<file path="config.mk">
export PLATFORM = sky130hd
export DESIGN_NAME = rast_front_flat
export DESIGN_NICKNAME = d
export VERILOG_FILES = /design/src/hw/rtl/rast_pkg.sv /design/src/hw/rtl/rast_if.sv /design/src/hw/rtl/rast_front.sv /design/src/flat_wrapper.sv
export SDC_FILE = /design/constraint.sdc
export NUM_CORES = 1
export LEC_CHECK = 0
export BUFFER_PORTS_ARGS = -buffer_cell sky130_fd_sc_hd__clkbuf_2
export CAP_MARGIN = 15
export CORE_MARGIN = 5
export CORE_UTILIZATION = 57
export CTS_CLUSTER_DIAMETER = 120
export CTS_CLUSTER_SIZE = 20
export DETAILED_ROUTE_END_ITERATION = 16
export PLACE_DENSITY = 0.85
export SLEW_MARGIN = 20
export SYNTH_ARGS = -nofsm -noshare
export SYNTH_HDL_FRONTEND = slang
export SYNTH_SLANG_ARGS = --single-unit
</file>
<file path="constraint.sdc">
create_clock -name clock -period 4.1 [get_ports clock]
set_clock_uncertainty 0.05 [all_clocks]
set_input_delay 0.82 -clock clock [delete_from_list [all_inputs] [get_ports clock]]
set_output_delay 0.82 -clock clock [all_outputs]
set_load 0.01 [all_outputs]
</file>
<file path="src/hw/rtl/rast_pkg.sv">
`timescale 1ns / 1ps
// ----------------------------------------------------------------------------
// rast_pkg: range add / range sum store, shared types and constants
// Widths, command and status codes, queue entry and back status structs.
// ----------------------------------------------------------------------------
package rast_pkg;

   localparam int MAX_POSITIONS = 1024;
   localparam int POS_W         = $clog2(MAX_POSITIONS);
   localparam int IDX_W         = POS_W + 1;
   localparam int CFG_W         = 11;
   localparam int DELTA_W       = 32;
   localparam int SUM_W         = 64;
   localparam int RAM_DEPTH     = 1 << POS_W;

   localparam logic CMD_ADD    = 1'b0;
   localparam logic CMD_SUM    = 1'b1;
   localparam logic STATUS_OK  = 1'b0;
   localparam logic STATUS_BAD = 1'b1;

   typedef struct packed {
      logic                      cmd;
      logic [POS_W-1:0]          lo;
      logic [POS_W-1:0]          hi;
      logic signed [DELTA_W-1:0] delta;
      logic                      bad;
   } item_type;

   typedef struct packed {
      logic     valid;
      item_type item;
   } head_type;

   typedef struct packed {
      logic pop;
      logic clearing;
   } back_stat_type;

endpackage

</file>
<file path="src/hw/rtl/rast_if.sv">
`timescale 1ns / 1ps
// ----------------------------------------------------------------------------
// rast_if: channel interfaces
// Request and response channels with valid / ready handshake.
// ----------------------------------------------------------------------------
interface rast_req_if;
   logic                                valid;
   logic                                ready;
   logic                                cmd;
   logic [rast_pkg::POS_W-1:0]          range_low;
   logic [rast_pkg::POS_W-1:0]          range_high;
   logic signed [rast_pkg::DELTA_W-1:0] delta;

   modport source (output valid, cmd, range_low, range_high, delta, input ready);
   modport sink   (input valid, cmd, range_low, range_high, delta, output ready);
endinterface


</file>
<file path="src/hw/rtl/rast_front.sv">
`timescale 1ns / 1ps
// ----------------------------------------------------------------------------
// rast_front: request intake
// Holds the position count, checks each range and queues the transaction.
// ----------------------------------------------------------------------------
module rast_front (
   input  logic                       clock,
   input  logic                       reset,
   rast_req_if.sink                   req_ch,
   input  logic                       csr_wr_en,
   input  logic [rast_pkg::CFG_W-1:0] csr_wr_data,
   input  rast_pkg::back_stat_type    back_stat,
   output rast_pkg::head_type         head
);

   logic [rast_pkg::CFG_W-1:0] n_ff, n_in, n_eff;
   rast_pkg::item_type         q_ff [2];
   rast_pkg::item_type         new_item;
   logic                       wr_ptr_ff, wr_ptr_in, rd_ptr_ff, rd_ptr_in;
   logic [1:0]                 cnt_ff, cnt_in;
   logic                       push;

   always_comb begin
      if (n_ff == '0) begin
         n_eff = rast_pkg::CFG_W'(1);
      end else if (n_ff > rast_pkg::CFG_W'(rast_pkg::MAX_POSITIONS)) begin
         n_eff = rast_pkg::CFG_W'(rast_pkg::MAX_POSITIONS);
      end else begin
         n_eff = n_ff;
      end
   end

   assign req_ch.ready = (cnt_ff != 2'd2) && !back_stat.clearing;
   assign push         = req_ch.valid && req_ch.ready;

   always_comb begin
      new_item.cmd   = req_ch.cmd;
      new_item.lo    = req_ch.range_low;
      new_item.hi    = req_ch.range_high;
      new_item.delta = req_ch.delta;
      new_item.bad   = (req_ch.range_low > req_ch.range_high) ||
                       ({{(rast_pkg::CFG_W-rast_pkg::POS_W){1'b0}}, req_ch.range_high}
                        >= n_eff);
   end

   always_comb begin
      n_in      = csr_wr_en ? csr_wr_data : n_ff;
      wr_ptr_in = wr_ptr_ff ^ push;
      rd_ptr_in = rd_ptr_ff ^ back_stat.pop;
      cnt_in    = cnt_ff + {1'b0, push} - {1'b0, back_stat.pop};
   end

   always_ff @(posedge clock) begin
      if (reset) begin
         n_ff      <= rast_pkg::CFG_W'(rast_pkg::MAX_POSITIONS);
         wr_ptr_ff <= 1'b0;
         rd_ptr_ff <= 1'b0;
         cnt_ff    <= 2'd0;
      end else begin
         n_ff      <= n_in;
         wr_ptr_ff <= wr_ptr_in;
         rd_ptr_ff <= rd_ptr_in;
         cnt_ff    <= cnt_in;
      end
   end

   always_ff @(posedge clock) begin
      if (push) begin
         q_ff[wr_ptr_ff] <= new_item;
      end
   end

   assign head.valid = (cnt_ff != 2'd0);
   assign head.item  = q_ff[rd_ptr_ff];

endmodule

</file>
<file path="src/flat_wrapper.sv">
// flat-port wrapper written by rule: the top's interface ports become plain ports
module rast_front_flat 
  (clock, reset, csr_wr_en, csr_wr_data, back_stat, head, req_ch_valid, req_ch_cmd, req_ch_range_low, req_ch_range_high, req_ch_delta, req_ch_ready);
  rast_req_if req_ch_i ();
  input  logic clock;
  input  logic reset;
  input  logic csr_wr_en;
  input  logic [rast_pkg::CFG_W-1:0] csr_wr_data;
  input  rast_pkg::back_stat_type back_stat;
  output rast_pkg::head_type head;
  input wire logic [$bits(req_ch_i.valid)-1:0] req_ch_valid;
  input wire logic [$bits(req_ch_i.cmd)-1:0] req_ch_cmd;
  input wire logic [$bits(req_ch_i.range_low)-1:0] req_ch_range_low;
  input wire logic [$bits(req_ch_i.range_high)-1:0] req_ch_range_high;
  input wire logic [$bits(req_ch_i.delta)-1:0] req_ch_delta;
  output wire logic [$bits(req_ch_i.ready)-1:0] req_ch_ready;
  assign req_ch_i.valid = req_ch_valid;
  assign req_ch_i.cmd = req_ch_cmd;
  assign req_ch_i.range_low = req_ch_range_low;
  assign req_ch_i.range_high = req_ch_range_high;
  assign req_ch_i.delta = req_ch_delta;
  assign req_ch_ready = req_ch_i.ready;
  rast_front u_core (.clock(clock), .reset(reset), .req_ch(req_ch_i), .csr_wr_en(csr_wr_en), .csr_wr_data(csr_wr_data), .back_stat(back_stat), .head(head));
endmodule
</file>
==> flow_summary.rst <==
.. list-table::
   :header-rows: 1

   * - Metric
     - Value
   * - Time the final worst path needs with I/O delays and setup
     - 2840 ps
   * - Actual slew at the worst max-slew pin
     - between 700 and 800 ps
   * - Syn Area/Cell
     - between 15 and 20 sq um
   * - Setup CP Type
     - flip-flop to output pin
   * - Critical-path cell with the highest stage delay
     - sky130_fd_sc_hd__buf_4
   * - Flip-flop and latch count after synthesis
     - approximately 120
   * - Share of the cycle needed by the critical path after routing
     - 69.3%
   * - Post-synthesis instance area
     - a little over 0.005 sq mm
   * - Number of buffers inserted by post-CTS setup repair
     - 0
   * - Final slew viol count
     - 0
   * - Detailed Routing Iterations Pass 1
     - 4
   * - Antenna Nets Post-Route
     - 0
   * - Total CTS buffers
     - 17
   * - Data arrival, critical path
     - roughly 2000 ps
   * - Share of the yosys chip area belonging to registers
     - 70.0%
   * - Share of Yosys cell area claimed by the top area cell type
     - 64.0%
   * - Fmax
     - around 0.35 GHz
   * - Initial antenna violation count
     - 0
   * - Max Root-Sink Buffers
     - 2
   * - Critical path's largest stage delay
     - ~580 ps
   * - Die height
     - between 100 and 150 microns
   * - Count of H-tree levels built during CTS
     - 4
   * - Int Power
     - 2.50 mW
   * - PwrDens
     - between 500 and 600 mW/mm^2
   * - TritonCTS clock tree
     - done
   * - GRT Resource Usage Total
     - roughly a fifth
   * - Nets in the synthesized netlist
     - 400
   * - Net switching power figure
     - 0.783 mW
   * - Outcome
     - complete, no violations
   * - Switching power as a share of total power
     - 23.9%
   * - Final count of hold timing violations
     - 0
   * - Post-detailed-route wirelength per cell
     - approximately 18 microns
   * - Number of primary I/O pins
     - 126
   * - Critical-path cell list
     - buf_4 -> mux2_2 -> clkbuf_2
   * - Most used standard cells in the synthesized netlist
     - sky130_fd_sc_hd__edfxtp_1, sky130_fd_sc_hd__mux2_2, sky130_fd_sc_hd__ha_1, sky130_fd_sc_hd__nor2_1, sky130_fd_sc_hd__inv_1
   * - Vias
     - around 3000
   * - VDD IR-drop max
     - approximately 0.00036 V
   * - Global route overflow
     - 0
   * - Total Nets Final
     - roughly 540
   * - Final number of setup-violating endpoints
     - 0
   * - CP startpoint kind
     - flip-flop
   * - Proportion of power drawn by combinational gates
     - a little under an eighth
   * - Core Area
     - ~0.0087 sq mm
   * - Row count
     - 34
   * - Die area
     - ~0.011 sq mm
   * - Sink Count
     - approximately 120
   * - Gates resized, CTS repair
     - 0
   * - HPWL reported at the end of detailed placement
     - 6.99 mm
   * - Via density
     - approximately 5.3
   * - EDFF count, synth
     - approximately 110
   * - Clock share of power
     - 43.4%
   * - Primary FF master, synth
     - sky130_fd_sc_hd__edfxtp_1
   * - Total negative slack for setup checks
     - 0 ps
   * - Sequential share of power
     - ~45%
   * - Routability congestion estimate
     - between 0.7 and 0.8
   * - HP Class
     - input pin to flip-flop
   * - Biggest area contributors in the synthesized netlist
     - sky130_fd_sc_hd__edfxtp_1, sky130_fd_sc_hd__mux2_2, sky130_fd_sc_hd__dfxtp_1, sky130_fd_sc_hd__ha_1, sky130_fd_sc_hd__mux2i_1
   * - Clock Tree Root
     - sky130_fd_sc_hd__clkbuf_8
   * - # Max-Cap Violations
     - 0
   * - Layout-stage area growth over the synthesis result
     - 25.4%
   * - Leak Pwr
     - roughly 2.5 nW
   * - Initial cell density of the core
     - between 50% and 60%
   * - DRC marker count from the first detailed-route iteration
     - 117
   * - Filler-free cell count of the finished design
     - 565
   * - Total Routed Length
     - 10.2 mm
   * - Worst-path maximum fanout
     - 55
   * - Setup repair after global routing missed its margin
     - false
   * - Async set-reset flop share out of synthesis
     - 0%
   * - Maximum number of pins on one net before global-route repair
     - 56
   * - Number of instances in the synthesized netlist
     - just over 300
   * - Clk Latency, worst-skew pair
     - approximately 500 ps
   * - Antenna cells
     - 0
   * - Type of element capturing the critical path
     - output pin
   * - Cell taking the most area after synthesis
     - sky130_fd_sc_hd__edfxtp_1
   * - Die X-Extent
     - between 100 and 150 microns
   * - First-pass GRT wire length
     - roughly 17 mm
   * - Total power
     - roughly 3.3 mW
   * - Post-route DRC violation count
     - 0
   * - Most numerous cell in the Yosys netlist
     - sky130_fd_sc_hd__edfxtp_1
   * - # placed instances
     - 533
   * - Clock-pin slew on the worst setup and hold paths
     - around 60 ps
   * - Count of buffers from port buffering
     - 125
   * - Share of layout cells above drive strength 1
     - between 40 and 50%
   * - Number of buffers inserted for hold repair after clock tree synthesis
     - 0
   * - Yosys warning total
     - 0
   * - Worst max-slew margin expressed relative to the limit
     - around half
   * - Number of different library cells in the post-synthesis netlist
     - 30
   * - Via count of the first global-routing pass
     - approximately 3300
   * - Required time reported for the critical path endpoint
     - roughly 3200 ps
==> layer usage <==
layer / up-vias / track usage, % / wire, microns
li1: 1433 / - / -
met1: 1451 / 23.7 / 4200
met2: 112 / 31.8 / 5130
met3: 18 / 7.08 / 713
met4: 0 / 7.59 / 194
met5: - / 0 / 0
==> cell usage in the layout (no fill, tap or decap), types with 2 or more instances in the layout <==
| cell type | count |
|---|---|
| sky130_fd_sc_hd__bufinv_16 | 2 |
| sky130_fd_sc_hd__clkinvlp_4 | 5 |
| sky130_fd_sc_hd__a21oi_1 | 13 |
| sky130_fd_sc_hd__o211ai_1 | 4 |
| sky130_fd_sc_hd__mux2_2 | 54 |
| sky130_fd_sc_hd__edfxtp_1 | 108 |
| sky130_fd_sc_hd__clkbuf_16 | 16 |
| sky130_fd_sc_hd__mux2i_1 | 10 |
| sky130_fd_sc_hd__clkbuf_2 | 125 |
| sky130_fd_sc_hd__inv_6 | 5 |
| sky130_fd_sc_hd__inv_1 | 16 |
| sky130_fd_sc_hd__clkinv_4 | 2 |
| sky130_fd_sc_hd__ha_1 | 22 |
| sky130_fd_sc_hd__nand4_1 | 4 |
| sky130_fd_sc_hd__nor2_1 | 17 |
| sky130_fd_sc_hd__nand2_1 | 9 |
| sky130_fd_sc_hd__nor3_1 | 2 |
| sky130_fd_sc_hd__dfxtp_1 | 14 |
| sky130_fd_sc_hd__xnor2_1 | 2 |
| sky130_fd_sc_hd__ha_2 | 2 |
| sky130_fd_sc_hd__nor2b_1 | 2 |
| sky130_fd_sc_hd__buf_4 | 3 |
| sky130_fd_sc_hd__nand2b_1 | 6 |
==> area by class of cell <==
class,count,area [sq um]
Multi-Input combinational cell,158,1390
Timing Repair Buffer,128,648
Fill cell,539,2330
Inverter,16,60.1
Clock buffer,18,418
Clock inverter,14,159
Sequential cell,123,3540
Tap cell,108,135
==> worst max-delay path, delay by kind of cell, from the launching register on <==
family	cells	cell delay (ps)
buffers and inverters	2	710
flip-flops	1	310
multiplexers	1	420
==> logic make-up after synthesis <==
kind of cell	after synthesis	share of synthesized area, %
flops	123	70.0
buf+inv	25	2.77
simple gates	45	4.22
xor+xnor	3	0.519
mux	64	14.0
fa+ha+maj	24	5.93
compound gates	22	2.62
==> power by group through the flow <==
stage          registers (mW)  clock network [mW]  logic (mW)
6_report                 1.47                1.42       0.381
4_1_cts                  1.47                1.44       0.387
5_1_grt                  1.48                1.50       0.419
3_3_place_gp             1.49                   0       0.370
2_1_floorplan            1.49                   0       0.239
3_5_place_dp             1.50                   0       0.381
==> sequential cells by signal, summed over array words and instances, names as in the netlist <==
name and flops:
u_core.q_ff 108, u_core.n_ff 11, u_core.cnt_ff 2, u_core.rd_ptr_ff 1, u_core.wr_ptr_ff 1
==> worst paths after layout <==
check	startpoint	to	slack, ps	depth (start not counted)
hold / removal	req_ch_delta[29]	u_core.q_ff[0][30]	460	1
setup / recovery	u_core.rd_ptr_ff	head[2]	1260	3
hold reg to reg	u_core.n_ff[3]	u_core.n_ff[3]	480	2
setup reg to reg	u_core.n_ff[4]	u_core.q_ff[0][0]	1670	9
==> metrics by stage <==
step | utilization (%) | worst slack [ps] | area [sq um] | hold slack, ps
after floorplan | - | 1030 | 5060 | 433
after CTS | 73.2 | 1220 | 6350 | 433
final | 73.2 | 1260 | 6350 | 456
after global routing | 73.2 | 1160 | 6350 | 434
after global placement | 66.5 | 1430 | 5770 | 454
after detailed placement | 66.5 | 1330 | 5770 | 466
Power figures use the tool's default switching activity.
